File: src/design/assert_macros.svh
// Assertion macros shared by the oscillator RTL.
// Every macro samples on clk_i and is disabled while rst_ni is low.
`ifndef ASSERT_MACROS_SVH
`define ASSERT_MACROS_SVH

// Check that a condition holds at every clock edge
`define ASSERT_ALWAYS(label, prop, msg) \
  label: assert property (@(posedge clk_i) disable iff (!rst_ni) (prop)) else $error(msg);

// Check that a consequent holds whenever the antecedent holds
`define ASSERT_IMPL(label, ante, cons, msg) \
  label: assert property (@(posedge clk_i) disable iff (!rst_ni) (ante) |-> (cons)) \
    else $error(msg);

`endif

File: src/design/wto_pkg.sv
// Types, constants and functions for the wavetable oscillator.
// No dependencies; used by wavetable_oscillator_sample.
package wto_pkg;

  // Waveform codes held in the wave select register
  typedef enum logic [1:0] {
    SHAPE_SINE  = 2'd0,
    SHAPE_TRI   = 2'd1,
    SHAPE_RAMP  = 2'd2,
    SHAPE_PULSE = 2'd3
  } wave_e;

  localparam int unsigned TABLE_DEPTH = 256;
  localparam int unsigned IDX_W       = $clog2(TABLE_DEPTH);
  localparam int unsigned FRAC_W      = 8;
  localparam int unsigned SAMPLE_W    = 16;
  // Polynomial datapath width: holds 24 * 32767 with sign
  localparam int unsigned P_W         = 22;
  localparam int unsigned QUARTER     = TABLE_DEPTH / 4;
  localparam int unsigned QIDX_W      = $clog2(QUARTER + 1);

  localparam logic signed [SAMPLE_W-1:0] SAMPLE_MAX = 16'sh7FFF;
  localparam logic signed [SAMPLE_W-1:0] SAMPLE_MIN = 16'sh8000;

  // First quadrant of the sine table, round(32767*sin(2*pi*k/256))
  localparam logic [14:0] QUARTER_SINE [0:QUARTER] = '{
    15'd0,     15'd804,   15'd1608,  15'd2410,  15'd3212,  15'd4011,  15'd4808,
    15'd5602,  15'd6393,  15'd7179,  15'd7962,  15'd8739,  15'd9512,  15'd10278,
    15'd11039, 15'd11793, 15'd12539, 15'd13279, 15'd14010, 15'd14732, 15'd15446,
    15'd16151, 15'd16846, 15'd17530, 15'd18204, 15'd18868, 15'd19519, 15'd20159,
    15'd20787, 15'd21403, 15'd22005, 15'd22594, 15'd23170, 15'd23731, 15'd24279,
    15'd24811, 15'd25329, 15'd25832, 15'd26319, 15'd26790, 15'd27245, 15'd27683,
    15'd28105, 15'd28510, 15'd28898, 15'd29268, 15'd29621, 15'd29956, 15'd30273,
    15'd30571, 15'd30852, 15'd31113, 15'd31356, 15'd31580, 15'd31785, 15'd31971,
    15'd32137, 15'd32285, 15'd32412, 15'd32521, 15'd32609, 15'd32678, 15'd32728,
    15'd32757, 15'd32767
  };

  // Full-cycle sine entry built from the quarter-wave table
  function automatic logic signed [SAMPLE_W-1:0] sine_rom(input logic [IDX_W-1:0] idx);
    logic [1:0]              quad;
    logic [QIDX_W-1:0]       k;
    logic signed [SAMPLE_W-1:0] v;
    quad = idx[IDX_W-1 -: 2];
    k    = {1'b0, idx[IDX_W-3:0]};
    if (quad[0]) begin
      v = signed'({1'b0, QUARTER_SINE[QIDX_W'(QUARTER) - k]});
    end else begin
      v = signed'({1'b0, QUARTER_SINE[k]});
    end
    return quad[1] ? -v : v;
  endfunction

  // One Horner step: floor(p * t / 256) + a
  function automatic logic signed [P_W-1:0] horner_step(
    input logic signed [P_W-1:0] p,
    input logic [FRAC_W-1:0]     t,
    input logic signed [P_W-1:0] a
  );
    logic signed [P_W+FRAC_W:0] prod;
    prod = p * signed'({1'b0, t});
    return signed'(prod[P_W+FRAC_W-1:FRAC_W]) + a;
  endfunction

endpackage

File: src/design/wavetable_oscillator_sample.sv
// Wavetable oscillator: phase in, one signed 16-bit sample out.
// Depends on wto_pkg and assert_macros.svh.
//
// Usage:
//   Input channel phase_valid_i / phase_ready_o carries one 32-bit phase
//   value per request; output channel sample_valid_o / sample_ready_i
//   carries one signed 16-bit sample per request, in input order.
//   cfg_we_i / cfg_wdata_i write the waveform select (0 sine, 1 triangle,
//   2 saw, 3 square); the value is taken with each phase as it enters.
// Timing:
//   Five register stages: table lookup, coefficients, two Horner steps,
//   last Horner step with saturation into the output register. One phase
//   is accepted every cycle while the receiver keeps up.
//   The three sequential multiply-adds of the cubic set the depth.
// Reset:
//   rst_ni clears all valid bits and selects sine; no clearing pass.
// Back-pressure:
//   When sample_ready_i is low the output holds; empty stages still fill,
//   and phase_ready_o drops only once every stage holds a request.
module wavetable_oscillator_sample
  import wto_pkg::*;
(
  input  logic                       clk_i,
  input  logic                       rst_ni,
  input  logic                       cfg_we_i,
  input  logic [1:0]                 cfg_wdata_i,
  input  logic                       phase_valid_i,
  output logic                       phase_ready_o,
  input  logic [31:0]                phase_i,
  output logic                       sample_valid_o,
  input  logic                       sample_ready_i,
  output logic signed [SAMPLE_W-1:0] sample_o
);

  `include "assert_macros.svh"

  wave_e wave_sel_q;

  // Stage valid bits and enables
  logic v1_q, v2_q, v3_q, v4_q, out_v_q;
  logic en1, en2, en3, en4, en_out;

  // Stage 1: table entries
  wave_e                      mode1_q;
  logic [FRAC_W-1:0]          t1_q;
  logic signed [SAMPLE_W-1:0] y0_q, y1_q, y2_q, y3_q;
  logic signed [SAMPLE_W-1:0] direct1_q;

  // Stage 2: coefficients
  wave_e                      mode2_q;
  logic [FRAC_W-1:0]          t2_q;
  logic signed [P_W-1:0]      a0_q, a1_q, a2_q, a3_q;
  logic signed [SAMPLE_W-1:0] direct2_q;

  // Stage 3: first Horner step
  wave_e                      mode3_q;
  logic [FRAC_W-1:0]          t3_q;
  logic signed [P_W-1:0]      p1_q, a2_3_q, a3_3_q;
  logic signed [SAMPLE_W-1:0] direct3_q;

  // Stage 4: second Horner step
  wave_e                      mode4_q;
  logic [FRAC_W-1:0]          t4_q;
  logic signed [P_W-1:0]      p2_q, a3_4_q;
  logic signed [SAMPLE_W-1:0] direct4_q;

  // Output register
  wave_e                      out_mode_q;
  logic signed [SAMPLE_W-1:0] sample_q;

  logic [IDX_W-1:0]           idx;
  logic [SAMPLE_W-1:0]        ramp;
  logic [SAMPLE_W-2:0]        fold;
  logic signed [SAMPLE_W-1:0] direct_d;
  logic signed [P_W-1:0]      y0e, y1e, y2e, y3e;
  logic signed [P_W-1:0]      p3, half;
  logic signed [SAMPLE_W-1:0] sine_d, sample_d;

  // Advance a stage when it is empty or the next one advances
  assign en_out        = !out_v_q || sample_ready_i;
  assign en4           = !v4_q || en_out;
  assign en3           = !v3_q || en4;
  assign en2           = !v2_q || en3;
  assign en1           = !v1_q || en2;
  assign phase_ready_o = en1;

  // Waveform select register
  always_ff @(posedge clk_i or negedge rst_ni) begin
    if (!rst_ni) begin
      wave_sel_q <= SHAPE_SINE;
    end else if (cfg_we_i) begin
      wave_sel_q <= wave_e'(cfg_wdata_i);
    end
  end

  // Valid bits travel with the requests
  always_ff @(posedge clk_i or negedge rst_ni) begin
    if (!rst_ni) begin
      v1_q    <= 1'b0;
      v2_q    <= 1'b0;
      v3_q    <= 1'b0;
      v4_q    <= 1'b0;
      out_v_q <= 1'b0;
    end else begin
      if (en1)    v1_q    <= phase_valid_i;
      if (en2)    v2_q    <= v1_q;
      if (en3)    v3_q    <= v2_q;
      if (en4)    v4_q    <= v3_q;
      if (en_out) out_v_q <= v4_q;
    end
  end

  // Non-sine waveforms straight from the phase bits
  always_comb begin
    idx  = phase_i[31 -: IDX_W];
    ramp = phase_i[31:16];
    // 65535 - r equals the bitwise inverse for a 16-bit r
    fold = ramp[SAMPLE_W-1] ? ~ramp[SAMPLE_W-2:0] : ramp[SAMPLE_W-2:0];
    case (wave_sel_q)
      SHAPE_TRI:   direct_d = signed'({fold, 1'b0}) - SAMPLE_MAX;
      SHAPE_RAMP:  direct_d = signed'({~ramp[SAMPLE_W-1], ramp[SAMPLE_W-2:0]});
      SHAPE_PULSE: direct_d = phase_i[31] ? SAMPLE_MAX : SAMPLE_MIN;
      default:     direct_d = SAMPLE_MIN;
    endcase
  end

  // Stage 1: read four neighbouring table entries, wrapping at the ends
  always_ff @(posedge clk_i) begin
    if (en1 && phase_valid_i) begin
      mode1_q   <= wave_sel_q;
      t1_q      <= phase_i[31-IDX_W -: FRAC_W];
      y0_q      <= sine_rom(idx - IDX_W'(1));
      y1_q      <= sine_rom(idx);
      y2_q      <= sine_rom(idx + IDX_W'(1));
      y3_q      <= sine_rom(idx + IDX_W'(2));
      direct1_q <= direct_d;
    end
  end

  // Stage 2: Catmull-Rom coefficients
  assign y0e = P_W'(y0_q);
  assign y1e = P_W'(y1_q);
  assign y2e = P_W'(y2_q);
  assign y3e = P_W'(y3_q);

  always_ff @(posedge clk_i) begin
    if (en2 && v1_q) begin
      mode2_q   <= mode1_q;
      t2_q      <= t1_q;
      a0_q      <= P_W'((y3e - y0e) + 3 * (y1e - y2e));
      a1_q      <= P_W'((2 * y0e + 4 * y2e) - (5 * y1e + y3e));
      a2_q      <= y2e - y0e;
      a3_q      <= P_W'(2 * y1e);
      direct2_q <= direct1_q;
    end
  end

  // Stage 3: first multiply-add
  always_ff @(posedge clk_i) begin
    if (en3 && v2_q) begin
      mode3_q   <= mode2_q;
      t3_q      <= t2_q;
      p1_q      <= horner_step(a0_q, t2_q, a1_q);
      a2_3_q    <= a2_q;
      a3_3_q    <= a3_q;
      direct3_q <= direct2_q;
    end
  end

  // Stage 4: second multiply-add
  always_ff @(posedge clk_i) begin
    if (en4 && v3_q) begin
      mode4_q   <= mode3_q;
      t4_q      <= t3_q;
      p2_q      <= horner_step(p1_q, t3_q, a2_3_q);
      a3_4_q    <= a3_3_q;
      direct4_q <= direct3_q;
    end
  end

  // Last multiply-add, halve and saturate
  always_comb begin
    p3   = horner_step(p2_q, t4_q, a3_4_q);
    half = p3 >>> 1;
    if (half > P_W'(SAMPLE_MAX)) begin
      sine_d = SAMPLE_MAX;
    end else if (half < P_W'(SAMPLE_MIN)) begin
      sine_d = SAMPLE_MIN;
    end else begin
      sine_d = half[SAMPLE_W-1:0];
    end
    sample_d = (mode4_q == SHAPE_SINE) ? sine_d : direct4_q;
  end

  // Output register: hold while the receiver stalls
  always_ff @(posedge clk_i) begin
    if (en_out && v4_q) begin
      out_mode_q <= mode4_q;
      sample_q   <= sample_d;
    end
  end

  assign sample_valid_o = out_v_q;
  assign sample_o       = sample_q;

  // Input stalls only when the whole pipeline is full and the output blocked
  `ASSERT_IMPL(a_stall_cause, !phase_ready_o,
    v1_q && v2_q && v3_q && v4_q && sample_valid_o && !sample_ready_i,
    "input stalled without output back-pressure")

  // A new output request comes only from the last pipeline stage
  `ASSERT_IMPL(a_out_source, $rose(sample_valid_o), $past(v4_q),
    "output valid rose without a request in stage 4")

  // Square samples are always full scale
  `ASSERT_IMPL(a_square_level, sample_valid_o && out_mode_q == SHAPE_PULSE,
    sample_o == SAMPLE_MAX || sample_o == SAMPLE_MIN,
    "square sample not at full scale")

endmodule
File: config.mk
export PLATFORM = sky130hd
export DESIGN_NAME = wavetable_oscillator_sample
export DESIGN_NICKNAME = d
export VERILOG_FILES = /design/src/design/wto_pkg.sv /design/src/design/wavetable_oscillator_sample.sv
export VERILOG_INCLUDE_DIRS = /design/src /design/src/design
export SDC_FILE = /design/constraint.sdc
export NUM_CORES = 2
export LEC_CHECK = 0
export ABC_AREA = 1
export BUFFER_PORTS_ARGS = -buffer_cell sky130_fd_sc_hd__buf_2
export CAP_MARGIN = 5
export CELL_PAD_IN_SITES_DETAIL_PLACEMENT = 1
export CELL_PAD_IN_SITES_GLOBAL_PLACEMENT = 1
export CORE_MARGIN = 4
export CORE_UTILIZATION = 53
export DETAILED_ROUTE_END_ITERATION = 16
export PLACE_DENSITY_LB_ADDON = 0.1
export SLEW_MARGIN = 10
export SYNTH_ARGS = -nofsm -noshare
export SYNTH_HDL_FRONTEND = slang
export SYNTH_SLANG_ARGS = --single-unit
File: constraint.sdc
create_clock -name clk_i -period 16.3 [get_ports clk_i]
set_input_delay 1.63 -clock clk_i [delete_from_list [all_inputs] [get_ports clk_i]]
set_output_delay 1.63 -clock clk_i [all_outputs]
set_load 0.01 [all_outputs]
Word level (Yosys, flattened, before mapping):

Memory sizes are Yosys's and may differ from the RTL's.
Index checks and enable logic that the tools add are counted.

* magnitude comparators: 10
* reductions and logical operators: 16
* bitwise gates (word level): 10
* multiply operators: 5
* multiplexer cells: 34
* equal/unequal tests: 3
* add/sub/neg operators: 22

Operators with widths (count)
* two-way mux 15 bit: 21
* two-way mux 16 bit: 12
* greater-or-equal comparator 8 bit, second input constant: 8
* negation 16 bit: 4
* multiplier 22 x 9 -> 30 bit: 2
* subtractor 16 x 16 -> 17 bit: 3
* one-hot mux 16 bit (3 select lines): 1
* adder 22 bit: 2
* inverter 6 -> 8 bit: 4
* inverter 7 -> 8 bit: 4
* multiplier 21 x 9 -> 30 bit: 1
* subtractor 7 x 6 -> 7 bit, first input constant: 4
* adder 22 x 17 -> 22 bit: 1
* subtractor 19 x 21 -> 22 bit: 1
* adder 17 x 20 -> 21 bit: 1
* adder 20 x 16 -> 21 bit: 1
* > comparator 21 x 16 -> 1 bit, second input constant: 1
* < comparator 21 x 16 -> 1 bit, second input constant: 1
* multiplier 3 x 17 -> 20 bit, first input constant: 1
* multiplier 4 x 16 -> 20 bit, first input constant: 1
* adder 17 x 18 -> 19 bit: 1
* subtractor 16 bit, second input constant: 1
* inverter 15 bit: 1
* adder 8 x 1 -> 8 bit, second input constant: 1
* 9 further kinds: 22

* register bits: 370
* output and inout bits: 18
* memory bits (read-only): 15360
* bits of input ports: 39
* word-level logic and storage cells: 140
* memories: 8

Memory list
* (name not given): depth 128, width 15, rd ports 1, clocked after memory_dff 0, wr ports 0, line wto_pkg.sv:49 `v = signed'({1'b0, QUARTER_SINE[k]});`
* (name not given): depth 128, width 15, rd ports 1, clocked after memory_dff 0, wr ports 0, line wto_pkg.sv:47 `v = signed'({1'b0, QUARTER_SINE[QIDX_W'(QUARTER) - k]});`
* (name not given): depth 128, width 15, rd ports 1, clocked after memory_dff 0, wr ports 0, line wto_pkg.sv:49
* (name not given): depth 128, width 15, rd ports 1, clocked after memory_dff 0, wr ports 0, line wto_pkg.sv:47
* (name not given): depth 128, width 15, rd ports 1, clocked after memory_dff 0, wr ports 0, line wto_pkg.sv:49
* (name not given): depth 128, width 15, rd ports 1, clocked after memory_dff 0, wr ports 0, line wto_pkg.sv:47
* +2 memories

Depth between registers and ports, before layout:

* depth in word-level cells: 10
* mapped depth: 39
* mapped depth without buffers: 37

Worst setup path after synthesis:

No wires, ideal clock.

* path type: input-to-reg
* start point: input port sample_ready_i
* end point: register a0_q[0], enable pin
* data required time: 15.734 ns
* library setup time: 0.566 ns
* arrival time: 6.269 ns
* stages on the path: 8
* path slack: 9.465 ns
* buffers on the path: 0
* cell sequence: nor2_1 inv_1 nor2_1 inv_1 nor2_1 inv_1 nor2_1 nor2_1

* longest elaborated chain between the ends: 5

Ends and longest elaborated chain
* start: declaration: line wavetable_oscillator_sample.sv:31 `input logic sample_ready_i,`
* logical OR 1 bit: line wavetable_oscillator_sample.sv:80 `assign en_out = !out_v_q || sample_ready_i;`
* logical OR 1 bit: line wavetable_oscillator_sample.sv:81 `assign en4 = !v4_q || en_out;`
* logical OR 1 bit: line wavetable_oscillator_sample.sv:82 `assign en3 = !v3_q || en4;`
* logical OR 1 bit: line wavetable_oscillator_sample.sv:83 `assign en2 = !v2_q || en3;`
* logical AND 1 bit: line wavetable_oscillator_sample.sv:147 `if (en2 && v1_q) begin`
* end signal: assignment: line wavetable_oscillator_sample.sv:150 `a0_q <= P_W'((y3e - y0e) + 3 * (y1e - y2e));`
* end: declaration: line wavetable_oscillator_sample.sv:52 `logic signed [P_W-1:0] a0_q, a1_q, a2_q, a3_q;`

No other way between the ends.
A chain may end at the register's enable or synchronous reset.

Final worst setup path:

* start point: register t4_q[0]
* end point: register sample_q[1] (netlist: sample_o[1]) (data pin)

* longest elaborated chain between the ends: 6

Ends and longest elaborated chain
* start: declaration: line wavetable_oscillator_sample.sv:63 `logic [FRAC_W-1:0] t4_q;`
* start signal: assignment: line wavetable_oscillator_sample.sv:174 `t4_q <= t3_q;`
* multiplier 22 x 9 -> 30 bit *: line wto_pkg.sv:61 `prod = p * signed'({1'b0, t});`
* adder 22 x 17 -> 22 bit *: line wto_pkg.sv:62 `return signed'(prod[P_W+FRAC_W-1:FRAC_W]) + a;`
* < comparator 21 x 16 -> 1 bit: line wavetable_oscillator_sample.sv:187 `end else if (half < P_W'(SAMPLE_MIN)) begin`
* two-way mux 16 bit: line wavetable_oscillator_sample.sv:187
* two-way mux 16 bit *: line wavetable_oscillator_sample.sv:185 `if (half > P_W'(SAMPLE_MAX)) begin`
* two-way mux 16 bit *: line wavetable_oscillator_sample.sv:192 `sample_d = (mode4_q == SHAPE_SINE) ? sine_d : direct4_q;`
* net sample_d[1]: line wavetable_oscillator_sample.sv:77 `logic signed [SAMPLE_W-1:0] sine_d, sample_d;`
* end signal: assignment: line wavetable_oscillator_sample.sv:199 `sample_q <= sample_d;`
* end: declaration: line wavetable_oscillator_sample.sv:69 `logic signed [SAMPLE_W-1:0] sample_q;`

Mark *: on every way through the listed nets, which the timed path passes. The rest lies on a longest branch.

==> results_dict.tcl <==
set metrics [dict create \
    final.setup.worst_slack_ns 8.04 \
    r2r_cells 33 \
    rsz0062_at_grt "no" \
    die_area_mm2 0.102 \
    fmax_ghz 0.121 \
    synth_seq_area_share_pct 21.0 \
    io_buffers 40 \
    ys_ff_latch 360 \
    criticalPathCategory "reg2reg" \
    ff2ff_setup_slack_ns 8.04 \
    ctsHtreeMaxLevel 2 \
    path_max_fanout 21 \
    cp-end-kind "flip-flop" \
    max_stage_delay_ns 0.98 \
    synth_area_leaders "edfxtp_1 21%, fa_1 19%, nand2_1 15%, ha_1 10%, inv_1 9.1%" \
    clock_path_buffers 3 \
    crit_top_cell "nand2_1" \
    place_hpwl_mm 145 \
    r2r-end "sample_o[1]$_DFFE_PP_" \
    clk_latency_ns 0.59 \
    initial_core_util_pct 53.7 \
    timing_hold_violations_final 0 \
    critPathSlowestCell "edfxtp_1" \
    dp_cells 8013 \
    final_antenna_net_count 0 \
    worst_slew_pin_slew_ns 1.23 \
    synthCells 6952 \
    area_growth_pct 4.20 \
    relSlewSlack_pct 18.2 \
    drc_errors 0 \
    num_vias 47500 \
    cts_sinks 360 \
    fin_crit_ns 8.26 \
    path_clk_slew_ns 0.06 \
    place_worst_setup_slack_ns 8.16 \
    start_kind "flip-flop" \
    io_pins 57 \
    cp_data_arrival_time_ns 8.58 \
    yosysUniqueCellTypes 58 \
    drt_wl_total_mm 187 \
    ys.flop_type "edfxtp_1" \
    cts_resized 0 \
    rows 113 \
    wl_per_cell_um 23.1 \
    chipWidth_um 319 \
    tns_ns 0 \
    hp-start "a2_q[6]$_DFFE_PP_" \
    grt_util_all_layers_pct 36.3 \
    firstDrtPassIters 6 \
    cts_setup_buffers 0 \
    yosysWarnings 0 \
    cap_viol_max_count 0 \
    cts_tree "done" \
    grt_pass1_wl_mm 291 \
    gr-total-overflow 0 \
    syn_area_mm2 0.0514 \
    hold_path_class "reg2reg" \
    cts_root_buffer "clkbuf_16" \
    fillers 12300 \
    setup_violations 0 \
    core_area_mm2 0.0956 \
    hold-path-cell-count 0 \
    async_flop_share_pct 1.94 \
    drive_gt1_share_pct 3.64 \
    synth.top_cell.area_share_pct 20.6 \
    cts_buffers 40 \
    skew_ns 0.0221 \
    final.period_utilization_pct 50.7 \
    fin_nets 7739 \
    r2r-start "t4_q[0]$_DFFE_PP_" \
    gp_congestion 0.961 \
    cts_hold_buf 0 \
    syn_avg_cell_area_um2 7.39 \
    drt_iter0_drc 3758 \
    die_y_um 319 \
    antenna_found_initial 9 \
    worstPathRequired_ns 16.63 \
    layout.cells.non_filler 8086 \
    grt_pass1_vias 50400 \
    syn-num-nets 7901 \
    status "finished, final reports clean" \
    final-max-slew-violation-count 0 \
    via_per_inst 5.87 \
    yosysTopAreaCell "edfxtp_1" \
    synth_edf_count 353 \
    min_to "a2_3_q[6]$_DFFE_PP_" \
    grt_max_degree 86 \
]
cells by family after synthesis:
group	count (synthesis)	share of synthesized area, %
and+or+nand+nor	3003	24.2
xor gates and xnor gates	229	3.99
buffers and inverters	1571	12.1
AOI/OAI and AO/OA	878	9.43
muxes	1	0.0195
DFF	360	21.0
adders and majority gates	910	29.4
layer usage:
layer	share of wire (%)	up-vias	global-route usage, %	wire, um
li1	-	21600	-	-
met1	40	23700	45.8	74300
met2	48	1705	60.8	88900
met3	7.1	490	6.01	13200
met4	5.6	14	17.5	10500
met5	0.047	-	0	87
metrics by stage:
stage          hold WS, ns  area (um^2)  utilization [%]
6_report             0.407        53500             56.0
5_1_grt              0.425        53500             56.0
4_1_cts              0.410        53500             56.0
3_5_place_dp         0.405        52200             54.6
3_3_place_gp         0.403        52200             54.6
2_1_floorplan        0.400        51400                -
final cells by class:
type / instances / area [um^2] / share of cell area, %
timing repair buffer: 100 / 651 / 1.22
sequential: 360 / 10800 / 20.1
inverter: 1267 / 4760 / 8.89
tap: 1265 / 1580 / 2.96
multi-input combinational: 5021 / 34400 / 64.3
clock inverter: 26 / 322 / 0.601
clock buffer: 45 / 1020 / 1.91
antenna: 2 / 5.00 / 0.00935
placed cells by master (no fill, tap or decap), types with 10 or more instances in the layout:
cell	n
xnor2_1	74
fa_1	492
a21oi_1	294
nor3_1	38
buf_2	40
inv_2	19
nor2_1	331
a21o_1	22
nand3_1	499
o21bai_1	13
ha_1	418
nand3b_1	22
o22ai_1	12
nor2_2	10
inv_1	1238
o211ai_1	54
nand4_1	43
xor2_1	151
buf_4	60
edfxtp_1	353
o21ai_1	20
clkbuf_16	40
nand2_2	23
nand2_1	1996
a31oi_1	25
clkinv_1	15
o21ai_0	383
nor4_1	13
Yosys cell counts (22+ instances only):
cell / number
nand2_1: 1996
inv_1: 1240
nand3_1: 499
fa_1: 492
ha_1: 418
o21ai_0: 383
edfxtp_1: 353
nor2_1: 334
a21oi_1: 294
xor2_1: 151
clkbuf_1: 129
buf_2: 81
xnor2_1: 74
clkbuf_2: 55
o211ai_1: 54
nand4_1: 43
nor3_1: 38
a31oi_1: 25
nand2_2: 23
a21o_1: 22
nand3b_1: 22
registers in the layout (all words and copies together) (netlist names), 8 cells and up:
signal,count
a0_q,21
a1_q,22
a2_3_q,17
a2_q,17
a3_3_q,16
a3_4_q,16
a3_q,16
direct1_q,16
direct2_q,16
direct3_q,16
direct4_q,16
p1_q,22
p2_q,22
sample_o,16
t1_q,8
t2_q,8
t3_q,8
t4_q,8
y0_q,16
y1_q,16
y2_q,16
y3_q,16
worst max-delay path: cells and delay by family, from the launching register on:
| kind | cells | cell delay [ns] |
|---|---|---|
| compound gates | 6 | 2.08 |
| fa+ha+maj | 6 | 2.71 |
| flops | 1 | 0.98 |
| simple gates | 17 | 1.77 |
| buf+inv | 3 | 0.16 |
| xor+xnor | 1 | 0.27 |
worst max path at each step:
stage                      startpoint                    end  slack [ns]
global route        t4_q[0]$_DFFE_PP_  sample_o[3]$_DFFE_PP_        7.43
floorplan              sample_ready_i      a0_q[0]$_DFFE_PP_        9.47
CTS                 t4_q[0]$_DFFE_PP_  sample_o[1]$_DFFE_PP_        7.99
detailed placement  t4_q[0]$_DFFE_PP_  sample_o[2]$_DFFE_PP_        8.16
finish              t4_q[0]$_DFFE_PP_  sample_o[1]$_DFFE_PP_        8.04
global placement          phase_i[24]     y0_q[10]$_DFFE_PP_        8.39
Power is not shown: default switching activity piles up to over one toggle a cycle in this logic, so the estimate is an artifact.
